$ cat src/rtl/core/mrfc_pkg.sv
package mrfc_pkg;

    // Frame length limits, in bytes, including address and CRC.
    localparam int unsigned MIN_FRAME = 8;
    localparam int unsigned MAX_FRAME = 256;

    localparam int unsigned BYTE_W  = 8;
    localparam int unsigned COUNT_W = 9;
    localparam int unsigned CRC_W   = 16;

    // Count value that marks an overlong frame.
    localparam logic [COUNT_W-1:0] COUNT_SAT = COUNT_W'(MAX_FRAME + 1);
    localparam logic [COUNT_W-1:0] COUNT_MIN = COUNT_W'(MIN_FRAME);
    localparam logic [COUNT_W-1:0] COUNT_MAX = COUNT_W'(MAX_FRAME);

    localparam logic [CRC_W-1:0]  CRC_INIT       = 16'hFFFF;
    localparam logic [CRC_W-1:0]  CRC_POLY       = 16'hA001;
    localparam logic [BYTE_W-1:0] BROADCAST_ADDR = 8'h00;
    localparam logic [BYTE_W-1:0] STATION_RESET  = 8'h01;

    // Configuration port geometry.
    localparam int unsigned PADDR_W = 3;
    localparam int unsigned PDATA_W = 32;
    localparam logic [PADDR_W-1:0] ADDR_STATION = 3'h0;

    typedef enum logic [1:0] {
        STATUS_OK        = 2'd0,
        STATUS_ADDR_ERR  = 2'd1,
        STATUS_LEN_ERR   = 2'd2,
        STATUS_CRC_ERR   = 2'd3
    } status_t;

    // One byte through the reflected CRC-16/MODBUS polynomial, bit by bit.
    function automatic logic [CRC_W-1:0] crc_update(input logic [CRC_W-1:0]  crc_in,
                                                     input logic [BYTE_W-1:0] data);
        logic [CRC_W-1:0] crc;
        crc = crc_in ^ {8'h00, data};
        for (int i = 0; i < 8; i++) begin
            if (crc[0]) begin
                crc = (crc >> 1) ^ CRC_POLY;
            end else begin
                crc = crc >> 1;
            end
        end
        return crc;
    endfunction

endpackage

$ cat src/rtl/core/modbus_rtu_frame_checker_core.sv
// Modbus RTU frame checker: qualifies received frames by address, length and CRC-16.
// Pipeline: an accepted byte waits in the input register and is processed from there; the
// status of a frame is presented on the result channel from the result register, two register stages after input.
// Throughput: one byte per cycle, sustained, as long as results are taken.
// Reset: aresetn is synchronous and active low; it clears the frame state, empties
// both register stages and sets station_address to 1.
module modbus_rtu_frame_checker_core #(
    parameter int unsigned MIN_FRAME = mrfc_pkg::MIN_FRAME,
    parameter int unsigned MAX_FRAME = mrfc_pkg::MAX_FRAME
) (
    input  logic        aclk,
    input  logic        aresetn,

    // Received bytes.
    input  logic        s_tvalid,
    output logic        s_tready,
    input  logic [7:0]  s_tdata,     // [7:0] rx_byte
    input  logic        s_tlast,     // frame_end

    // One status request per frame.
    output logic        m_tvalid,
    input  logic        m_tready,
    output logic [15:0] m_tdata,     // [1:0] status, [10:2] frame_length, [15:11] zero
    output logic        m_tuser,     // broadcast

    // Configuration port.
    input  logic                             psel,
    input  logic                             penable,
    input  logic                             pwrite,
    input  logic [mrfc_pkg::PADDR_W-1:0]     paddr,
    input  logic [mrfc_pkg::PDATA_W-1:0]     pwdata,
    output logic [mrfc_pkg::PDATA_W-1:0]     prdata,
    output logic                             pready
);

    // Length limits as byte counts; the count saturates one above the maximum.
    localparam logic [mrfc_pkg::COUNT_W-1:0] COUNT_MIN = mrfc_pkg::COUNT_W'(MIN_FRAME);
    localparam logic [mrfc_pkg::COUNT_W-1:0] COUNT_MAX = mrfc_pkg::COUNT_W'(MAX_FRAME);
    localparam logic [mrfc_pkg::COUNT_W-1:0] COUNT_SAT = mrfc_pkg::COUNT_W'(MAX_FRAME + 1);

    // ------------------------------------------------------------------
    // Configuration register. Only the station address exists; writes to
    // any other address are dropped, and reads elsewhere return zero.
    // ------------------------------------------------------------------
    logic [mrfc_pkg::BYTE_W-1:0] station_reg;
    logic                        cfg_write;

    assign pready    = 1'b1;
    assign cfg_write = psel && penable && pwrite && pready;

    always_ff @(posedge aclk) begin
        if (!aresetn) begin
            station_reg <= mrfc_pkg::STATION_RESET;
        end else if (cfg_write && (paddr == mrfc_pkg::ADDR_STATION)) begin
            station_reg <= pwdata[mrfc_pkg::BYTE_W-1:0];
        end
    end

    always_comb begin
        prdata = '0;
        if (paddr == mrfc_pkg::ADDR_STATION) begin
            prdata = {{(mrfc_pkg::PDATA_W - mrfc_pkg::BYTE_W){1'b0}}, station_reg};
        end
    end

    // ------------------------------------------------------------------
    // Pipeline control. The input register holds one byte; it is consumed
    // whenever the result register is empty or being drained. Bytes that
    // produce no result are consumed under the same condition, which keeps
    // frame state updates strictly in arrival order.
    // ------------------------------------------------------------------
    logic                        in_valid_reg;
    logic [mrfc_pkg::BYTE_W-1:0] in_byte_reg;
    logic                        in_last_reg;
    logic                        advance;
    logic                        s_accept;

    logic                        out_valid_reg;
    mrfc_pkg::status_t           status_reg;
    logic [mrfc_pkg::COUNT_W-1:0] length_reg;
    logic                        bcast_reg;

    assign advance  = !out_valid_reg || m_tready;
    assign s_tready = !in_valid_reg || advance;
    assign s_accept = s_tvalid && s_tready;

    always_ff @(posedge aclk) begin
        if (!aresetn) begin
            in_valid_reg <= 1'b0;
        end else if (s_tready) begin
            in_valid_reg <= s_tvalid;
        end
    end

    always_ff @(posedge aclk) begin
        if (s_accept) begin
            in_byte_reg <= s_tdata;
            in_last_reg <= s_tlast;
        end
    end

    // ------------------------------------------------------------------
    // Frame state. The last two bytes sit in a delay line because they are
    // the received CRC; a byte enters the running CRC only when it is pushed
    // out of that line by a newer byte.
    // ------------------------------------------------------------------
    logic [mrfc_pkg::CRC_W-1:0]   crc_reg,   crc_next;
    logic [mrfc_pkg::COUNT_W-1:0] count_reg, count_next;
    logic [mrfc_pkg::BYTE_W-1:0]  addr_reg,  addr_next;
    logic [mrfc_pkg::BYTE_W-1:0]  tail0_reg, tail0_next;
    logic [mrfc_pkg::BYTE_W-1:0]  tail1_reg, tail1_next;

    logic                         process;
    mrfc_pkg::status_t            status_next;
    logic                         addr_ok;
    logic                         len_ok;
    logic [mrfc_pkg::CRC_W-1:0]   rx_crc;

    assign process = in_valid_reg && advance;

    always_comb begin
        addr_next  = (count_reg == '0) ? in_byte_reg : addr_reg;
        crc_next   = (count_reg >= mrfc_pkg::COUNT_W'(2))
                   ? mrfc_pkg::crc_update(crc_reg, tail0_reg) : crc_reg;
        tail0_next = tail1_reg;
        tail1_next = in_byte_reg;
        count_next = (count_reg < COUNT_SAT) ? count_reg + 1'b1 : count_reg;

        // CRC travels low byte first, so the newest byte is the high half.
        rx_crc  = {tail1_next, tail0_next};
        addr_ok = (addr_next == station_reg) || (addr_next == mrfc_pkg::BROADCAST_ADDR);
        len_ok  = (count_next >= COUNT_MIN) && (count_next <= COUNT_MAX);

        // Address is checked first, then length, then CRC.
        if (!addr_ok) begin
            status_next = mrfc_pkg::STATUS_ADDR_ERR;
        end else if (!len_ok) begin
            status_next = mrfc_pkg::STATUS_LEN_ERR;
        end else if (crc_next != rx_crc) begin
            status_next = mrfc_pkg::STATUS_CRC_ERR;
        end else begin
            status_next = mrfc_pkg::STATUS_OK;
        end
    end

    always_ff @(posedge aclk) begin
        if (!aresetn) begin
            crc_reg   <= mrfc_pkg::CRC_INIT;
            count_reg <= '0;
            addr_reg  <= '0;
            tail0_reg <= '0;
            tail1_reg <= '0;
        end else if (process) begin
            if (in_last_reg) begin
                // Frame done: start the next one from a clean state.
                crc_reg   <= mrfc_pkg::CRC_INIT;
                count_reg <= '0;
                addr_reg  <= '0;
                tail0_reg <= '0;
                tail1_reg <= '0;
            end else begin
                crc_reg   <= crc_next;
                count_reg <= count_next;
                addr_reg  <= addr_next;
                tail0_reg <= tail0_next;
                tail1_reg <= tail1_next;
            end
        end
    end

    // ------------------------------------------------------------------
    // Result register.
    // ------------------------------------------------------------------
    always_ff @(posedge aclk) begin
        if (!aresetn) begin
            out_valid_reg <= 1'b0;
        end else if (advance) begin
            out_valid_reg <= process && in_last_reg;
        end
    end

    always_ff @(posedge aclk) begin
        if (process && in_last_reg) begin
            status_reg <= status_next;
            length_reg <= count_next;
            bcast_reg  <= (addr_next == mrfc_pkg::BROADCAST_ADDR);
        end
    end

    assign m_tvalid = out_valid_reg;
    assign m_tdata  = {5'b0_0000, length_reg, status_reg};
    assign m_tuser  = bcast_reg;

`ifndef SYNTHESIS
    // The byte count never runs past its saturation value.
    a_count_sat: assert property (@(posedge aclk) disable iff (!aresetn)
        count_reg <= COUNT_SAT)
        else $error("byte count past saturation");

    // A processed last byte leaves the frame state cleared.
    a_frame_clear: assert property (@(posedge aclk) disable iff (!aresetn)
        (process && in_last_reg) |=>
            (count_reg == '0) && (crc_reg == mrfc_pkg::CRC_INIT))
        else $error("frame state not cleared after a frame");

    // A passing frame always has a legal length.
    a_ok_length: assert property (@(posedge aclk) disable iff (!aresetn)
        (m_tvalid && (status_reg == mrfc_pkg::STATUS_OK)) |->
            ((length_reg >= COUNT_MIN) && (length_reg <= COUNT_MAX)))
        else $error("ok status with illegal length");

    // Input stalls only when a byte is held and the result side is blocked.
    a_stall_cause: assert property (@(posedge aclk) disable iff (!aresetn)
        !s_tready |-> (in_valid_reg && out_valid_reg && !m_tready))
        else $error("input stalled without cause");
`endif

endmodule

$ cat config.mk
export PLATFORM = sky130hd
export DESIGN_NAME = modbus_rtu_frame_checker_core
export DESIGN_NICKNAME = d
export VERILOG_FILES = /design/src/rtl/core/mrfc_pkg.sv /design/src/rtl/core/modbus_rtu_frame_checker_core.sv
export SDC_FILE = /design/constraint.sdc
export NUM_CORES = 1
export LEC_CHECK = 0
export BUFFER_PORTS_ARGS = -buffer_cell sky130_fd_sc_hd__buf_2
export CAP_MARGIN = 20
export CORE_UTILIZATION = 58
export CTS_CLUSTER_SIZE = 12
export DETAILED_ROUTE_END_ITERATION = 8
export PLACE_DENSITY = 0.9
export SLEW_MARGIN = 0
export SYNTH_ARGS = -nofsm -noshare
export SYNTH_HDL_FRONTEND = slang
export SYNTH_SLANG_ARGS = --single-unit
$ cat constraint.sdc
create_clock -name aclk -period 5.8 [get_ports aclk]
set_input_delay 1.16 -clock aclk [delete_from_list [all_inputs] [get_ports aclk]]
set_output_delay 1.16 -clock aclk [all_outputs]
set_load 0.05 [all_outputs]
==> impl_metrics.json <==
{
  "cts_buffers": 9,
  "top_layer": "met4",
  "status": "finished, final reports clean",
  "clock_path_buffers": 2,
  "wl_met2_um": 3970,
  "post-route-period-util": 0.610,
  "cts_setup_buffers": 0,
  "ys_types": 47,
  "num_vias": 3212,
  "hold_viol_final": 0,
  "setup_viol": 0,
  "end_kind": "output pin",
  "maxCapViolCount": 0,
  "track_usage": 0.228,
  "drive_above_1_share": 0.140,
  "slowest_stage": "nor3_1",
  "cts.htree.levels": 3,
  "fin_skew_ns": 0.0110,
  "wl_met3_um": 535,
  "grt_remaining_overflow": 0,
  "cp_top_family": "simple AND/OR/NAND/NOR gates",
  "clkSlewWorstSetupHoldPaths_ns": 0.08,
  "critPathRequiredTime_ns": 4.64,
  "drtIter0Drc": 202,
  "seqCellArea_mm2": 0.00181,
  "rsz0062_at_grt": "false",
  "max_freq_mhz": 283,
  "wirelength_um": 8390,
  "syn_avg_cell_area_um2": 9.75,
  "num_antenna_cells": 0,
  "critical_path_class": "in -> out",
  "ant_nets": 0,
  "p_leak_uw": 0.00183,
  "start_util": 0.601,
  "startpoint_type": "primary input",
  "period_minus_slack_ns": 3.54,
  "hp-class": "reg -> reg",
  "multiInputGateArea_mm2": 0.00228,
  "place_congestion": 0.897,
  "syn-cell-area_mm2": 0.00436,
  "clkLatencyLatePin_ns": 0.37,
  "rows": 31,
  "wl_met1_um": 3570,
  "synth_top_area_share": 0.271,
  "clock_sinks": 80,
  "synth-edff-count": 21,
  "final_util": 0.647,
  "synthTopCellsByArea": "dfxtp_1, edfxtp_1, xnor2_1, mux2i_1, nor2b_1",
  "drc_errors": 0,
  "drtPass1Iterations": 4,
  "viasPerCell": 5.50,
  "core_mm2": 0.00725,
  "cpPeakStageDelay_ns": 0.59,
  "slew_headroom": 0.385,
  "synth-seq-area-share": 0.416,
  "yosys_register_bits": 80,
  "die_area_mm2": 0.00787,
  "netlist_top_cells_count": "dfxtp_1, nor2b_1, xnor2_1",
  "largest_register_ffs": 16,
  "grt_max_degree": 45,
  "avgRoutedWirePerCell_um": 14.4,
  "critPathMaxFanout": 9,
  "crit_arrival_ns": 2.38,
  "yosys.area.top_type": "dfxtp_1",
  "power.density_mw_per_mm2": 245,
  "syn-instance-count": 447,
  "chipHeight_um": 88.7,
  "setup_tns_ns": 0,
  "synth_async_sr_flop_share": 0,
  "synth_most_common_cell": "dfxtp_1",
  "final.fill_count": 554,
  "hpwl_um": 5780,
  "ctsResizeCount": 0,
  "crit_buf_inv": 2,
  "syn2layout_area_growth_pct": 7.72,
  "boundaryPins": 103,
  "die_w_um": 88.7,
  "ctsHoldBuffers": 0,
  "vdd_drop_max_mv": 0.217,
  "path_cells": "buf_2 -> nor3_1 -> and2_1 -> buf_2",
  "io_buffers": 48,
  "final_max_slew_viol_count": 0,
  "synth-warning-count": 0,
  "hold_slack_ns": 0.517,
  "synth_ff_type": "dfxtp_1",
  "grt_pass1_vias": 2898,
  "cts_tree": "yes",
  "tightest_slew_ns": 0.916,
  "grt_pass1_wl_um": 13500,
  "crit_top_cell": "buf_2",
  "antenna_found_initial": 0,
  "cts_root_buffer": "clkbuf_8",
  "nets": 534
}
[cell usage in the layout, fill, tap and decap left out, types with 2 or more instances in the layout]
cell type	synthesis	layout
a211oi_1	3	3
a21boi_0	2	2
a21oi_1	23	23
a22oi_1	16	16
a31oi_1	2	2
and2_1	14	14
and3_1	2	2
buf_2	0	48
clkbuf_8	0	9
clkinvlp_4	0	2
conb_1	2	30
dfxtp_1	59	59
edfxtp_1	21	21
ha_1	3	3
inv_1	7	7
mux2i_1	28	28
nand2_1	28	28
nand3_1	7	7
nor2_1	9	9
nor2b_1	40	40
nor3_1	5	5
nor3b_1	16	16
nor4_1	7	7
o211ai_1	14	14
o21ai_0	8	8
or3_1	3	3
or4_4	2	2
xnor2_1	36	36
xnor3_1	3	3
xor2_1	16	16
[metrics by stage]
step	std cells	power, µW	area [µm²]	setup slack [ns]
global route	584	1190	4700	2.18
finish	584	1150	4700	2.26
CTS	584	1160	4700	2.29
detailed placement	568	743	4490	2.32
floorplan	475	733	4460	2.59
global placement	568	740	4490	2.37
[path summary, 6_finish.rpt]
check	depth (start not counted)	start	slack (ns)	endpoint
max reg2reg	8	count_reg[2]	2.62	status_reg[0]
max	4	paddr[1]	2.26	prdata[1]
min reg2reg	2	crc_reg[10]	0.52	crc_reg[10]
min	2	crc_reg[10]	0.52	crc_reg[10]
[final cells by class]
type / instances / share of cell area
Clock inverter: 7 / 0.0168
Timing Repair Buffer: 49 / 0.0528
Tap cell: 99 / 0.0264
Clock buffer: 9 / 0.0264
Multi-Input combinational cell: 333 / 0.486
Sequential cell: 80 / 0.386
Inverter: 7 / 0.00560
[per-layer routing]
layer,global-route usage,vias up
met1,0.287,1491
met2,0.360,127
met3,0.0457,27
li1,-,1567
met5,0,-
met4,0.142,0
[cell families (layout without fill, tap and decap cells)]
family	Yosys count	in the layout	share of synthesized area
mux	28	28	0.0643
other cells	2	30	0.00172
buf+inv	62	72	0.0847
simple gates	140	140	0.186
xor+xnor	56	56	0.125
fa+ha+maj	3	3	0.00861
flops	80	80	0.416
compound gates	76	76	0.114
[tightest hold or removal path, delay by kind of cell (launching register included)]
family	cells	cell delay [ns]
AO/OA/AOI/OAI	1	0.08
AND/OR/NAND/NOR	1	0.06
flip-flops	1	0.33
[power by group]
| group | internal, µW | switching (µW) |
|---|---|---|
| Clock | 203 | 216 |
| Combinational | 37.9 | 94.8 |
| Sequential | 584 | 15.7 |
(Power assumes the default switching activity.)
